File: src/rtl/core/mbaf_pkg.sv
package mbaf_pkg;

  localparam int unsigned FrameBytes = 7;   // six payload bytes plus LRC
  localparam int unsigned FrameChars = 17;
  localparam int unsigned PosW       = 5;

  localparam logic [PosW-1:0] PosColon = 5'd0;
  localparam logic [PosW-1:0] PosCr    = 5'd15;
  localparam logic [PosW-1:0] PosLf    = 5'd16;

  localparam logic [7:0] ChColon = 8'h3A;
  localparam logic [7:0] ChCr    = 8'h0D;
  localparam logic [7:0] ChLf    = 8'h0A;

  // configuration register indexes
  localparam logic [7:0] RegSlaveAddr = 8'd0;
  localparam logic [7:0] RegFuncCode  = 8'd1;

  // frame handed from the request stage to the serialiser; byte 0 is sent first
  typedef struct packed {
    logic                        vld;
    logic [FrameBytes-1:0][7:0]  bytes;
  } frm_t;

  function automatic logic [7:0] hex_char(input logic [3:0] nib);
    logic [7:0] ch;
    if (nib >= 4'hA) begin
      ch = {4'h0, nib} + 8'h37;
    end else begin
      ch = {4'h0, nib} + 8'h30;
    end
    return ch;
  endfunction

endpackage

File: src/rtl/core/mbaf_req_stage.sv
module mbaf_req_stage (
  input  logic                clk_i,
  input  logic                rst_ni,
  input  logic                in_valid_i,
  output logic                in_ready_o,
  input  logic [15:0]         start_register_i,
  input  logic [15:0]         register_count_i,
  input  logic [7:0]          slave_address_i,
  input  logic [6:0]          function_code_i,
  output mbaf_pkg::frm_t      frm_o,
  input  logic                frm_take_i
);
  import mbaf_pkg::*;

  logic        vld_q, vld_d;
  logic [15:0] start_q;
  logic [15:0] count_q;
  logic [7:0]  sum;
  logic        load;

  assign in_ready_o = !vld_q || frm_take_i;
  assign load       = in_valid_i && in_ready_o;

  always_comb begin
    vld_d = vld_q;
    if (load) begin
      vld_d = 1'b1;
    end else if (frm_take_i) begin
      vld_d = 1'b0;
    end
  end

  always_ff @(posedge clk_i or negedge rst_ni) begin
    if (!rst_ni) begin
      vld_q <= 1'b0;
    end else begin
      vld_q <= vld_d;
    end
  end

  always_ff @(posedge clk_i) begin
    if (load) begin
      start_q <= start_register_i;
      count_q <= register_count_i;
    end
  end

  // LRC: two's complement of the 8-bit byte sum
  assign sum = slave_address_i + {1'b0, function_code_i} + start_q[15:8] + start_q[7:0]
             + count_q[15:8] + count_q[7:0];

  always_comb begin
    frm_o.vld      = vld_q;
    frm_o.bytes[0] = slave_address_i;
    frm_o.bytes[1] = {1'b0, function_code_i};
    frm_o.bytes[2] = start_q[15:8];
    frm_o.bytes[3] = start_q[7:0];
    frm_o.bytes[4] = count_q[15:8];
    frm_o.bytes[5] = count_q[7:0];
    frm_o.bytes[6] = 8'h00 - sum;
  end

endmodule

File: src/rtl/core/mbaf_serialiser.sv
module mbaf_serialiser (
  input  logic                clk_i,
  input  logic                rst_ni,
  input  mbaf_pkg::frm_t      frm_i,
  output logic                frm_take_o,
  output logic                out_valid_o,
  input  logic                out_ready_i,
  output logic [7:0]          tx_char_o,
  output logic                last_char_o
);
  import mbaf_pkg::*;

  logic                        busy_q, busy_d;
  logic [PosW-1:0]             pos_q, pos_d;
  logic [FrameBytes-1:0][7:0]  frame_q;
  logic                        ovld_q, ovld_d;
  logic [7:0]                  char_q;
  logic                        last_q;
  logic                        out_free;
  logic                        emit;
  logic                        load;
  logic [3:0]                  nib_idx;
  logic [2:0]                  byte_idx;
  logic [7:0]                  cur_byte;
  logic [7:0]                  cur_char;

  assign out_free   = !ovld_q || out_ready_i;
  assign emit       = busy_q && out_free;
  assign frm_take_o = !busy_q || (emit && (pos_q == PosLf));
  assign load       = frm_i.vld && frm_take_o;

  // positions 1..14 carry nibbles, high nibble first
  assign nib_idx  = 4'(pos_q - 5'd1);
  assign byte_idx = (nib_idx[3:1] == 3'd7) ? 3'd6 : nib_idx[3:1];
  assign cur_byte = frame_q[byte_idx];

  always_comb begin
    case (pos_q)
      PosColon: cur_char = ChColon;
      PosCr:    cur_char = ChCr;
      PosLf:    cur_char = ChLf;
      default:  cur_char = hex_char(nib_idx[0] ? cur_byte[3:0] : cur_byte[7:4]);
    endcase
  end

  always_comb begin
    busy_d = busy_q;
    pos_d  = pos_q;
    ovld_d = ovld_q;
    if (emit) begin
      ovld_d = 1'b1;
      if (pos_q == PosLf) begin
        busy_d = 1'b0;
        pos_d  = '0;
      end else begin
        pos_d = pos_q + 5'd1;
      end
    end else if (out_ready_i) begin
      ovld_d = 1'b0;
    end
    if (load) begin
      busy_d = 1'b1;
      pos_d  = '0;
    end
  end

  always_ff @(posedge clk_i or negedge rst_ni) begin
    if (!rst_ni) begin
      busy_q <= 1'b0;
      pos_q  <= '0;
      ovld_q <= 1'b0;
    end else begin
      busy_q <= busy_d;
      pos_q  <= pos_d;
      ovld_q <= ovld_d;
    end
  end

  always_ff @(posedge clk_i) begin
    if (load) begin
      frame_q <= frm_i.bytes;
    end
    if (emit) begin
      char_q <= cur_char;
      last_q <= (pos_q == PosLf);
    end
  end

  assign out_valid_o = ovld_q;
  assign tx_char_o   = char_q;
  assign last_char_o = last_q;

  a_last_is_lf: assert property (@(posedge clk_i) disable iff (!rst_ni)
    out_valid_o && last_char_o |-> tx_char_o == ChLf)
    else $error("last flag on a character other than LF");

  a_pos_range: assert property (@(posedge clk_i) disable iff (!rst_ni)
    pos_q <= PosLf)
    else $error("character position beyond frame end");

  a_idle_pos: assert property (@(posedge clk_i) disable iff (!rst_ni)
    !busy_q |-> pos_q == '0)
    else $error("idle serialiser with nonzero position");

  a_load_when_done: assert property (@(posedge clk_i) disable iff (!rst_ni)
    load && busy_q |-> emit && pos_q == PosLf)
    else $error("frame loaded over one still in progress");

  a_stall_hold: assert property (@(posedge clk_i) disable iff (!rst_ni)
    out_valid_o && !out_ready_i |=> out_valid_o && $stable(tx_char_o))
    else $error("stalled character changed");

endmodule

File: src/rtl/core/modbus_ascii_request_framer_unit.sv
// Channel   Dir  Handshake                         Payload
// s_axis    in   s_axis_tvalid / s_axis_tready     tdata[15:0] start_register,
//                                                  tdata[31:16] register_count
// m_axis    out  m_axis_tvalid / m_axis_tready     tdata[7:0] tx_char, tlast last_char
// cfg       in   cfg_valid_i / cfg_ready_o         cfg_index_i, cfg_data_i
//
// Each request gives 17 characters, one per cycle through the serialiser's
// output register while m_axis_tready is held high.
// One request waits in the request register while the previous frame drains;
// the next frame starts in the cycle after the previous LF, with no gap.
// Reset clears the valid flags and position and sets slave address 1, code 3.
// Output stalls hold the character register and back up into s_axis_tready.
module modbus_ascii_request_framer_unit (
  input  logic        clk_i,
  input  logic        rst_ni,
  // request stream
  input  logic        s_axis_tvalid,
  output logic        s_axis_tready,
  input  logic [31:0] s_axis_tdata,   // [15:0] start_register, [31:16] register_count
  // character stream
  output logic        m_axis_tvalid,
  input  logic        m_axis_tready,
  output logic [7:0]  m_axis_tdata,   // [7:0] tx_char
  output logic        m_axis_tlast,   // last_char
  // register writes
  input  logic        cfg_valid_i,
  output logic        cfg_ready_o,
  input  logic [7:0]  cfg_index_i,
  input  logic [7:0]  cfg_data_i
);
  import mbaf_pkg::*;

  logic [7:0] slave_addr_q;
  logic [6:0] func_code_q;
  logic       cfg_wr;
  frm_t       frm;
  logic       frm_take;

  // writes are always taken; unknown indexes are dropped
  assign cfg_ready_o = 1'b1;
  assign cfg_wr      = cfg_valid_i && cfg_ready_o;

  always_ff @(posedge clk_i or negedge rst_ni) begin
    if (!rst_ni) begin
      slave_addr_q <= 8'd1;
      func_code_q  <= 7'd3;
    end else if (cfg_wr) begin
      case (cfg_index_i)
        RegSlaveAddr: slave_addr_q <= cfg_data_i;
        RegFuncCode:  func_code_q  <= cfg_data_i[6:0];
        default: ;
      endcase
    end
  end

  // request register and LRC
  mbaf_req_stage u_req (
    .clk_i            (clk_i),
    .rst_ni           (rst_ni),
    .in_valid_i       (s_axis_tvalid),
    .in_ready_o       (s_axis_tready),
    .start_register_i (s_axis_tdata[15:0]),
    .register_count_i (s_axis_tdata[31:16]),
    .slave_address_i  (slave_addr_q),
    .function_code_i  (func_code_q),
    .frm_o            (frm),
    .frm_take_i       (frm_take)
  );

  // colon, hex digits, CR LF, one transfer per cycle while m_axis_tready is high
  mbaf_serialiser u_ser (
    .clk_i       (clk_i),
    .rst_ni      (rst_ni),
    .frm_i       (frm),
    .frm_take_o  (frm_take),
    .out_valid_o (m_axis_tvalid),
    .out_ready_i (m_axis_tready),
    .tx_char_o   (m_axis_tdata),
    .last_char_o (m_axis_tlast)
  );

endmodule
File: config.mk
export PLATFORM = sky130hd
export DESIGN_NAME = modbus_ascii_request_framer_unit
export DESIGN_NICKNAME = d
export VERILOG_FILES = /design/src/rtl/core/mbaf_pkg.sv /design/src/rtl/core/mbaf_req_stage.sv /design/src/rtl/core/mbaf_serialiser.sv /design/src/rtl/core/modbus_ascii_request_framer_unit.sv
export SDC_FILE = /design/constraint.sdc
export NUM_CORES = 1
export LEC_CHECK = 0
export ABC_AREA = 1
export CAP_MARGIN = 20
export CELL_PAD_IN_SITES_DETAIL_PLACEMENT = 0
export CELL_PAD_IN_SITES_GLOBAL_PLACEMENT = 1
export CORE_MARGIN = 2
export CORE_UTILIZATION = 46
export DETAILED_ROUTE_END_ITERATION = 8
export DONT_BUFFER_PORTS = 1
export PLACE_DENSITY = 0.78
export SYNTH_ARGS = -nofsm -noshare
export SYNTH_HDL_FRONTEND = slang
export SYNTH_SLANG_ARGS = --single-unit
export TNS_END_PERCENT = 1
File: constraint.sdc
create_clock -name clk_i -period 4.3 [get_ports clk_i]
set_input_delay 0.215 -clock clk_i [delete_from_list [all_inputs] [get_ports clk_i]]
set_output_delay 0.215 -clock clk_i [all_outputs]
set_load 0.02 [all_outputs]
[Yosys cells after proc, flatten, opt, wreduce, memory -nomap -nowiden]
Cells that the tools add are included.
Storage, ports and cells
  register bits after elaboration: 119
  word-level logic and storage cells: 68
  output and inout bits: 12
Cells by class
  reduce and logical (&&, ||, !) cells: 19
  order comparisons: 2
  add/subtract/negate cells: 10
  mux-type cells: 16
  equal/unequal tests: 4
Operator list (count)
  adder 8 bit: 4
  binary-select mux 8 bit (select 3 bit): 1
  case mux 8 bit (3 select lines): 1
  two-way mux 8 bit: 2
  two-way mux 5 bit: 3
  adder 4 x 6 -> 7 bit (second input constant): 2
  adder 8 x 7 -> 8 bit: 1
  equality test 8 x 1 -> 1 bit (second input constant): 1
  logical NOT 8 bit: 1
  nonzero test 2 bit: 4
  subtractor 1 x 8 -> 8 bit (first input constant): 1
  two-way mux 1 bit: 7
  AND reduction 2 bit: 3
  adder 5 x 1 -> 5 bit (second input constant): 1
  equality test 5 x 4 -> 1 bit (second input constant): 1
  equality test 5 bit (second input constant): 1
  logical NOT 5 bit: 1
  greater-or-equal comparator 4 bit (second input constant): 1
  logical AND 1 bit: 4
  less-than comparator 3 x 4 -> 1 bit (second input constant): 1
  two-way mux 4 bit: 1
  subtractor 4 x 1 -> 4 bit (second input constant): 1
  equality test 3 bit (second input constant): 1
  logical NOT 1 bit: 3
  2 further kinds: 4

[Logic depth before layout (Yosys ltp)]
Gate-level depths: netlist of run 1.
  depth in word-level cells: 9
  depth in mapped cells: 22
  mapped depth without buffers: 21

[By module]
A second synthesis of run 1 with hierarchy kept.
Second synthesis, totals
  cells, all modules: 624
  area total of the unflattened synthesis: 6417.4 um2
By module, submodules not included
  mbaf_serialiser: seq. area each 2097.0 um2, area each 3325.7 um2, times used 1, cells each 309
  mbaf_req_stage: seq. area each 985.9 um2, area each 2373.5 um2, times used 1, cells each 227
  modbus_ascii_request_framer_unit: seq. area each 379.1 um2, area each 718.2 um2, times used 1, cells each 88

[Least setup slack after synthesis of run 1]
No wires, ideal clock.
  kind: reg2reg
  start: register u_ser.pos_q[0]
  end: register u_ser.pos_q[3]
  stages on the path, launching flop included: 12
  setup slack: -0.088 ns
  arrival time: 4.262 ns
  data required time: 4.174 ns
  path buffers: 0
  path through: dfrtp_1 > inv_2 > ha_1 > nand3_1 > nor2_1 > a21oi_1 > nor2_1 > nor2_1 > inv_1 > nand4_1 > o22ai_1 > a21oi_1
On the way
  cells in the longest elaborated chain, start to end: 5
Ends and longest elaborated chain
  start: declaration: line mbaf_serialiser.sv:14  | logic [PosW-1:0] pos_q, pos_d;
  start signal: assignment: line mbaf_serialiser.sv:74  | pos_q <= pos_d;
  parallel branches: the longest is 5 deep, another holds adder 5 x 1 -> 5 bit
Several ways; the timed one is not identified. The select of a mux whose other input is x is not followed.
A chain may end at the register's enable or synchronous reset.

==> impl_metrics.py, run 1 <==
metrics = {
    "placed_design": {
        "port_buffers": 0,
        "dpl_worst_slack_ns": 0.511,
        "gp_congestion": 1.00,
        "place_inst": 698,
        "post_dp_cell_area_um2": 6110,
        "dpl.hpwl_um": 7950,
    },
    "global_route": {
        "grt_use_total_pct": 18.7,
        "grt_pass1_wl_um": 19400,
        "grt_max_degree": 56,
        "grt_antenna_before_repair": 0,
        "grt.overflow.total": 0,
        "first_global_vias": 3860,
    },
    "layout": {
        "antennaDiodeCount": 0,
        "area_growth_pct": 21.5,
        "final_nets": 687,
        "nFillCells": 1066,
        "layout.cells.non_filler": 774,
        "finalInstanceArea_um2": 7190,
        "drive_gt1_share_pct": 9.80,
        "fin_util_pct": 57.2,
    },
    "floorplan": {
        "die_height_um": 117,
        "coreArea_um2": 12600,
        "ios": 65,
        "rows": 41,
        "die_w_um": 117,
        "die_area_um2": 13800,
        "initial_core_util_pct": 47.1,
    },
    "setup_path": {
        "timing.critical_path.mode_cell": "fa_1",
        "cp_num_buf_inv": 4,
        "cp.arrival_ns": 3.96,
        "cp.required_ns": 4.46,
        "cp_slowest_stage_delay_ns": 0.55,
        "end_kind": "flip-flop",
        "worst-setup-path-type": "reg -> reg",
        "critPathTopFamily": "adder cells",
        "slowest_stage": "fa_1",
        "path_cells": "inv_1 > fa_1 > inv_1 > fa_1 > fa_1 > inv_1 > fa_1 > ha_1 > inv_1 > fa_1 > o21ai_0 > xor2_1",
        "start_kind": "flip-flop",
        "path_max_fanout": 2,
    },
    "cts": {
        "post-cts-setup-buffer-count": 0,
        "clock-sinks": 118,
        "clk_latency_ns": 0.42,
        "path_clk_slew_ns": 0.05,
        "cts_buffers": 17,
        "tritoncts": "done",
        "cts-htree-levels": 4,
        "root_buffer": "clkbuf_16",
        "cts_buffer_depth": 2,
    },
    "logic_synthesis": {
        "netlist.area_leader.share_pct": 48.2,
        "yosys.area.top_type": "edfxtp_1",
        "ys_ff_latch": 118,
        "yosys_warnings": 0,
        "seq_area_frac_synth_pct": 58.0,
        "syn_inst": 533,
        "syn_area_per_cell_um2": 11.1,
        "synth_cell_type_count": 39,
        "synth_nets": 631,
        "synthTopCellsByArea": "edfxtp_1 (48%), fa_1 (8.8%), dfrtp_1 (8.5%)",
        "syn_area_um2": 5920,
    },
    "power_and_ir_drop": {
        "powerDensity_nw_per_um2": 745,
        "p_int_mw": 3.32,
        "pwr-share-seq_pct": 29.8,
        "power_mw": 5.36,
        "leakagePower_nw": 3.09,
        "ir_worst_vdd_uv": 398,
        "swShare_pct": 38.0,
        "clockPowerShare_pct": 28.2,
        "p_sw_mw": 2.03,
        "combinationalPowerShare_pct": 42.0,
    },
    "routing": {
        "drt_iter0_markers": 196,
        "top_layer": "met4",
        "drcViolationCount": 0,
        "drt-wirelength-per-cell_um": 15.1,
        "dr.pass1.iters": 5,
        "wl_um": 11700,
        "dr_total_vias": 3725,
        "via_per_inst": 4.81,
        "met1_length_um": 4940,
        "wl_met3_um": 439,
        "met2WireLength_um": 5900,
        "drtAntennaViolNets": 0,
    },
    "timing": {
        "worstMarginPinSlew_ns": 0.713,
        "holdWs_ns": 0.242,
        "drv_slew": 0,
        "fmax_mhz": 263,
        "setup_tns_ns": 0,
        "setup_slack_ns": 0.504,
        "finalSetupViolations": 0,
        "rsz0062_at_grt": "false",
        "period_share_pct": 88.3,
        "finalCriticalPeriod_ns": 3.80,
        "max-slew-margin-rel_pct": 52.5,
        "finClkSkew_ns": 0.00862,
        "hold_violations": 0,
    },
    "status": {
        "status": "finished clean",
    },
    "hold_path": {
        "hold_path_class": "in -> async",
    },
    "run": {
        "max_cap_violations": 0,
    },
}
[cells in the mapped netlist (all sizes together)]
cell type and n:
a21o 1, a21oi 24, a31oi 1, buf 7
clkbuf 5, conb 2, dfrtp 20, dfstp 3
edfxtp 95, fa 26, ha 19, inv 123
mux2 1, nand2 79, nand3 32, nand3b 5
nand4 1, nor2 35, nor3 1, nor4 1
o211ai 2, o21a 2, o21ai 31, o22ai 1
o32ai 1, or2 1, or4 1, xnor2 7
xor2 6
[power by group through the flow]
stage	logic, mW	clock network [mW]	registers (mW)
floorplan	1.71	0	1.60
global placement	2.14	0	1.61
detailed placement	2.20	0	1.62
CTS	2.27	1.54	1.60
global route	2.58	1.59	1.61
finish	2.25	1.51	1.60
[flip-flops by register name, summed over array words and instances, names as in the netlist]
| name | cells |
|---|---|
| u_ser.frame_q | 55 |
| u_req.count_q | 16 |
| u_req.start_q | 16 |
| slave_addr_q | 8 |
| func_code_q | 7 |
| u_ser.tx_char_o | 7 |
| u_ser.pos_q | 5 |
| u_req.vld_q | 1 |
| u_ser.busy_q | 1 |
| u_ser.last_char_o | 1 |
| u_ser.out_valid_o | 1 |
[path summary, 6_finish.rpt]
kind	from	slack (ns)	cells past startpoint	end
worst max-delay path	u_req.start_q[2]$_DFFE_PP_	0.50	12	u_ser.frame_q[54]$_DFFE_PP_
worst min-delay path	rst_ni	0.24	2	slave_addr_q[5]$_DFFE_PN0P_
worst max register to register	u_req.start_q[2]$_DFFE_PP_	0.50	12	u_ser.frame_q[54]$_DFFE_PP_
worst min register to register	u_req.count_q[2]$_DFFE_PP_	0.44	0	u_ser.frame_q[42]$_DFFE_PP_
max in group asynchronous	rst_ni	3.82	2	func_code_q[0]$_DFFE_PN1P_
min in group clk_i	cfg_index_i[0]	0.35	3	func_code_q[1]$_DFFE_PN1P_
[cell families after synthesis]
logic type / after synthesis / synth area share, %
DFF: 118 / 58.0
AOI/OAI and AO/OA: 63 / 5.65
and+or+nand+nor: 156 / 12.2
other: 2 / 0.127
adders and majority gates: 45 / 12.8
xor gates and xnor gates: 13 / 1.92
muxes: 1 / 0.190
buffers and inverters: 135 / 9.05
[final cells by class]
class | count | area [um2] | area share (%)
sequential | 118 | 3430 | 47.7
multi-input combinational | 280 | 1960 | 27.2
timing repair buffer | 49 | 488 | 6.78
inverter | 123 | 464 | 6.45
clock buffer | 17 | 425 | 5.92
tap | 172 | 215 | 2.99
clock inverter | 15 | 210 | 2.92
[cell usage in the layout, fill, tap and decap left out, types with 6 or more instances in the layout]
master	instances
nand2_2	7
dlygate4sd3_1	43
nand3_1	29
inv_1	119
xnor2_1	7
a21oi_1	24
clkbuf_16	17
xor2_1	6
o21ai_1	6
nor2_1	32
o21ai_0	25
nand2_1	70
ha_1	19
edfxtp_1	95
dfrtp_1	20
fa_1	26
[worst register-to-register path, stage by stage (launching register included)]
cell	delay, ns
edfxtp_1	0.34
inv_1	0.06
fa_1	0.55
inv_1	0.05
fa_1	0.46
fa_1	0.55
inv_1	0.05
fa_1	0.50
ha_1	0.18
inv_1	0.07
fa_1	0.41
o21ai_0	0.23
xor2_1	0.09
[layer usage]
layer | vias to the layer above | GRT usage, %
li1 | 1816 | -
met1 | 1800 | 22.3
met2 | 85 | 31.1
met3 | 24 | 4.96
met4 | 0 | 10.2
met5 | - | 0
[what timing repair did]
action / CTS / global route
hold buffers: 44 / 0
endpoints found under the setup margin: 0 / 0
resized for setup: 0 / 0
hold endpoints to repair: 71 / 0
(Power assumes the default switching activity.)
==> run 2, diff against run 1 <==
Settings changed: PLACE_DENSITY 0.78 to default, PLACE_DENSITY_LB_ADDON from default to 0.1, RECOVER_POWER from default to 100.
==> impl_metrics.py, run 2 (synthesized netlist as in run 1, its figures left out) <==
metrics = {
    "layout": {
        "register_area_um2": 3430,
        "regMostFlops": "u_ser.frame_q",
        "final_cell_mix": "inv_1 (120), edfxtp_1 (95), nand2_1 (71)",
        "layout.cells.non_filler": 775,
        "drive_gt1_share_pct": 7.46,
        "largest_reg_flops": 55,
        "reg.largest.list": "u_ser.frame_q (55), u_req.count_q (16), u_req.start_q (16)",
        "area_growth_pct": 18.7,
        "final_nets": 688,
        "nFillCells": 1103,
        "multi_input_area_um2": 1930,
        "final_common_cell": "inv_1",
        "fin_util_pct": 55.9,
        "antennaDiodeCount": 0,
    },
    "cts": {
        "path_clk_slew_ns": 0.05,
        "root_buffer": "clkbuf_16",
        "clock-sinks": 118,
        "cts-htree-levels": 4,
        "cts_buffers": 17,
        "tritoncts": "done",
        "cts_buffer_depth": 2,
        "cts_resized": 0,
        "clk_latency_ns": 0.42,
    },
    "setup_path": {
        "path_cells": "inv_1 > ha_1 > nand3_1 > nor2_1 > a21oi_1 > nor2_1 > buf_4",
        "path_max_fanout": 43,
        "end_kind": "flip-flop",
        "timing.critical_path.mode_cell": "nor2_1",
        "r2r_slack_ns": 0.50,
        "cp.arrival_ns": 3.85,
        "cp_slowest_stage_delay_ns": 1.05,
        "start_kind": "flip-flop",
        "worst-setup-path-type": "reg -> reg",
        "slowest_stage": "nor2_1",
        "cp.required_ns": 4.35,
    },
    "floorplan": {
        "rows": 41,
        "die_height_um": 117,
        "ios": 65,
        "die_w_um": 117,
        "initial_core_util_pct": 47.1,
        "die_area_um2": 13800,
        "coreArea_um2": 12600,
    },
    "power_and_ir_drop": {
        "swShare_pct": 39.2,
        "p_int_mw": 3.05,
        "pwr-share-seq_pct": 31.9,
        "ir_worst_vdd_uv": 335,
        "power_mw": 5.01,
        "leakagePower_nw": 3.03,
        "p_sw_mw": 1.96,
        "powerDensity_nw_per_um2": 713,
        "combinationalPowerShare_pct": 43.7,
        "clockPowerShare_pct": 24.4,
    },
    "hold_path": {
        "hold_path_class": "in -> reg",
    },
    "routing": {
        "drtAntennaViolNets": 0,
        "wl_met3_um": 344,
        "drt-wirelength-per-cell_um": 15.3,
        "met1_length_um": 5020,
        "wl_um": 11800,
        "drcViolationCount": 0,
        "drt_iter0_markers": 155,
        "dr.pass1.iters": 5,
        "met2WireLength_um": 6220,
        "dr_total_vias": 3719,
        "top_layer": "met4",
        "via_per_inst": 4.80,
    },
    "timing": {
        "fmax_mhz": 264,
        "max-slew-margin-rel_pct": -3.10,
        "hold_violations": 0,
        "period_share_pct": 88.3,
        "finClkSkew_ns": 0.00603,
        "drv_slew": 24,
        "finalCriticalPeriod_ns": 3.80,
        "setup_tns_ns": 0,
        "rsz0062_at_grt": "false",
        "finalSetupViolations": 0,
        "worstMarginPinSlew_ns": 1.55,
    },
    "placed_design": {
        "gp_congestion": 0.767,
        "dpl.hpwl_um": 8010,
        "port_buffers": 0,
        "place_inst": 699,
    },
    "run": {
        "max_cap_violations": 1,
    },
    "global_route": {
        "grt_max_degree": 44,
        "grt_pass1_wl_um": 19500,
        "grt.overflow.total": 0,
        "grt_antenna_before_repair": 0,
        "grt_use_total_pct": 19.0,
        "first_global_vias": 3843,
    },
    "status": {
        "status": "complete, but fails checks",
        "violations": "capacitance limit, slew limit",
    },
}
run 2: cell types whose count changed in the layout (fill, tap and decap cells not counted), sizes merged:
cell / before / now
clkbuf: 17 / 28
bufinv: 5 / 0
clkinvlp: 4 / 0
buf: 6 / 5
run 2: final timing paths:
kind                                          endpoint                       start  cells past startpoint
setup / recovery            u_ser.frame_q[5]$_DFFE_PP_  u_ser.pos_q[0]$_DFFE_PN0P_                      7
hold / removal              func_code_q[1]$_DFFE_PN1P_              cfg_index_i[0]                      3
setup reg to reg            u_ser.frame_q[5]$_DFFE_PP_  u_ser.pos_q[0]$_DFFE_PN0P_                      7
hold reg to reg            u_ser.frame_q[30]$_DFFE_PP_  u_req.start_q[6]$_DFFE_PP_                      0
max in group asynchronous   func_code_q[3]$_DFFE_PN0P_                      rst_ni                      2
min in group asynchronous   u_ser.pos_q[1]$_DFFE_PN0P_                      rst_ni                      2
run 2: metrics by stage:
stage	hold slack, ns	area (um2)	setup WS, ns
final	0.355	7020	0.505
after floorplan	-0.0806	5920	0.703
after global routing	0.408	7020	0.171
after detailed placement	-0.0794	6110	0.537
after CTS	0.236	7070	0.501
after global placement	-0.0796	6110	0.571
run 2: repair_timing:
action / 4_1_cts / 5_1_grt
endpoints found under the setup margin: 0 / 0
endpoints found under the hold margin: 71 / 0
hold buffers: 44 / 0
setup buffers: 0 / 0
run 2: final cells by class:
type	count	share of cell area (%)
flip-flops and latches	118	48.9
multi-input cells	280	27.4
clock buffers	26	6.82
repair buffers	50	6.79
inverters	123	6.61
well taps	172	3.06
clock inverters	6	0.392
run 2: worst max-delay path, delay by kind of cell, from the launching register on:
| kind | cells | cell delay (ns) |
|---|---|---|
| AOI/OAI and AO/OA | 1 | 0.14 |
| and+or+nand+nor | 3 | 1.46 |
| buffers and inverters | 2 | 1.05 |
| DFF | 1 | 0.51 |
| adders and majority gates | 1 | 0.22 |
run 2: metal layers:
metal,vias up,global-route usage (%)
li1,1823,-
met1,1801,22.1
met2,74,33.3
met3,21,4.86
met4,0,8.36
met5,-,0
run 2: power by group through the flow:
stage / sequential [mW] / clock (mW) / combinational (mW)
global placement: 1.62 / 0 / 2.19
detailed placement: 1.62 / 0 / 2.21
CTS: 1.60 / 1.24 / 2.28
floorplan: 1.60 / 0 / 1.71
finish: 1.60 / 1.22 / 2.19
global route: 1.61 / 1.30 / 2.53
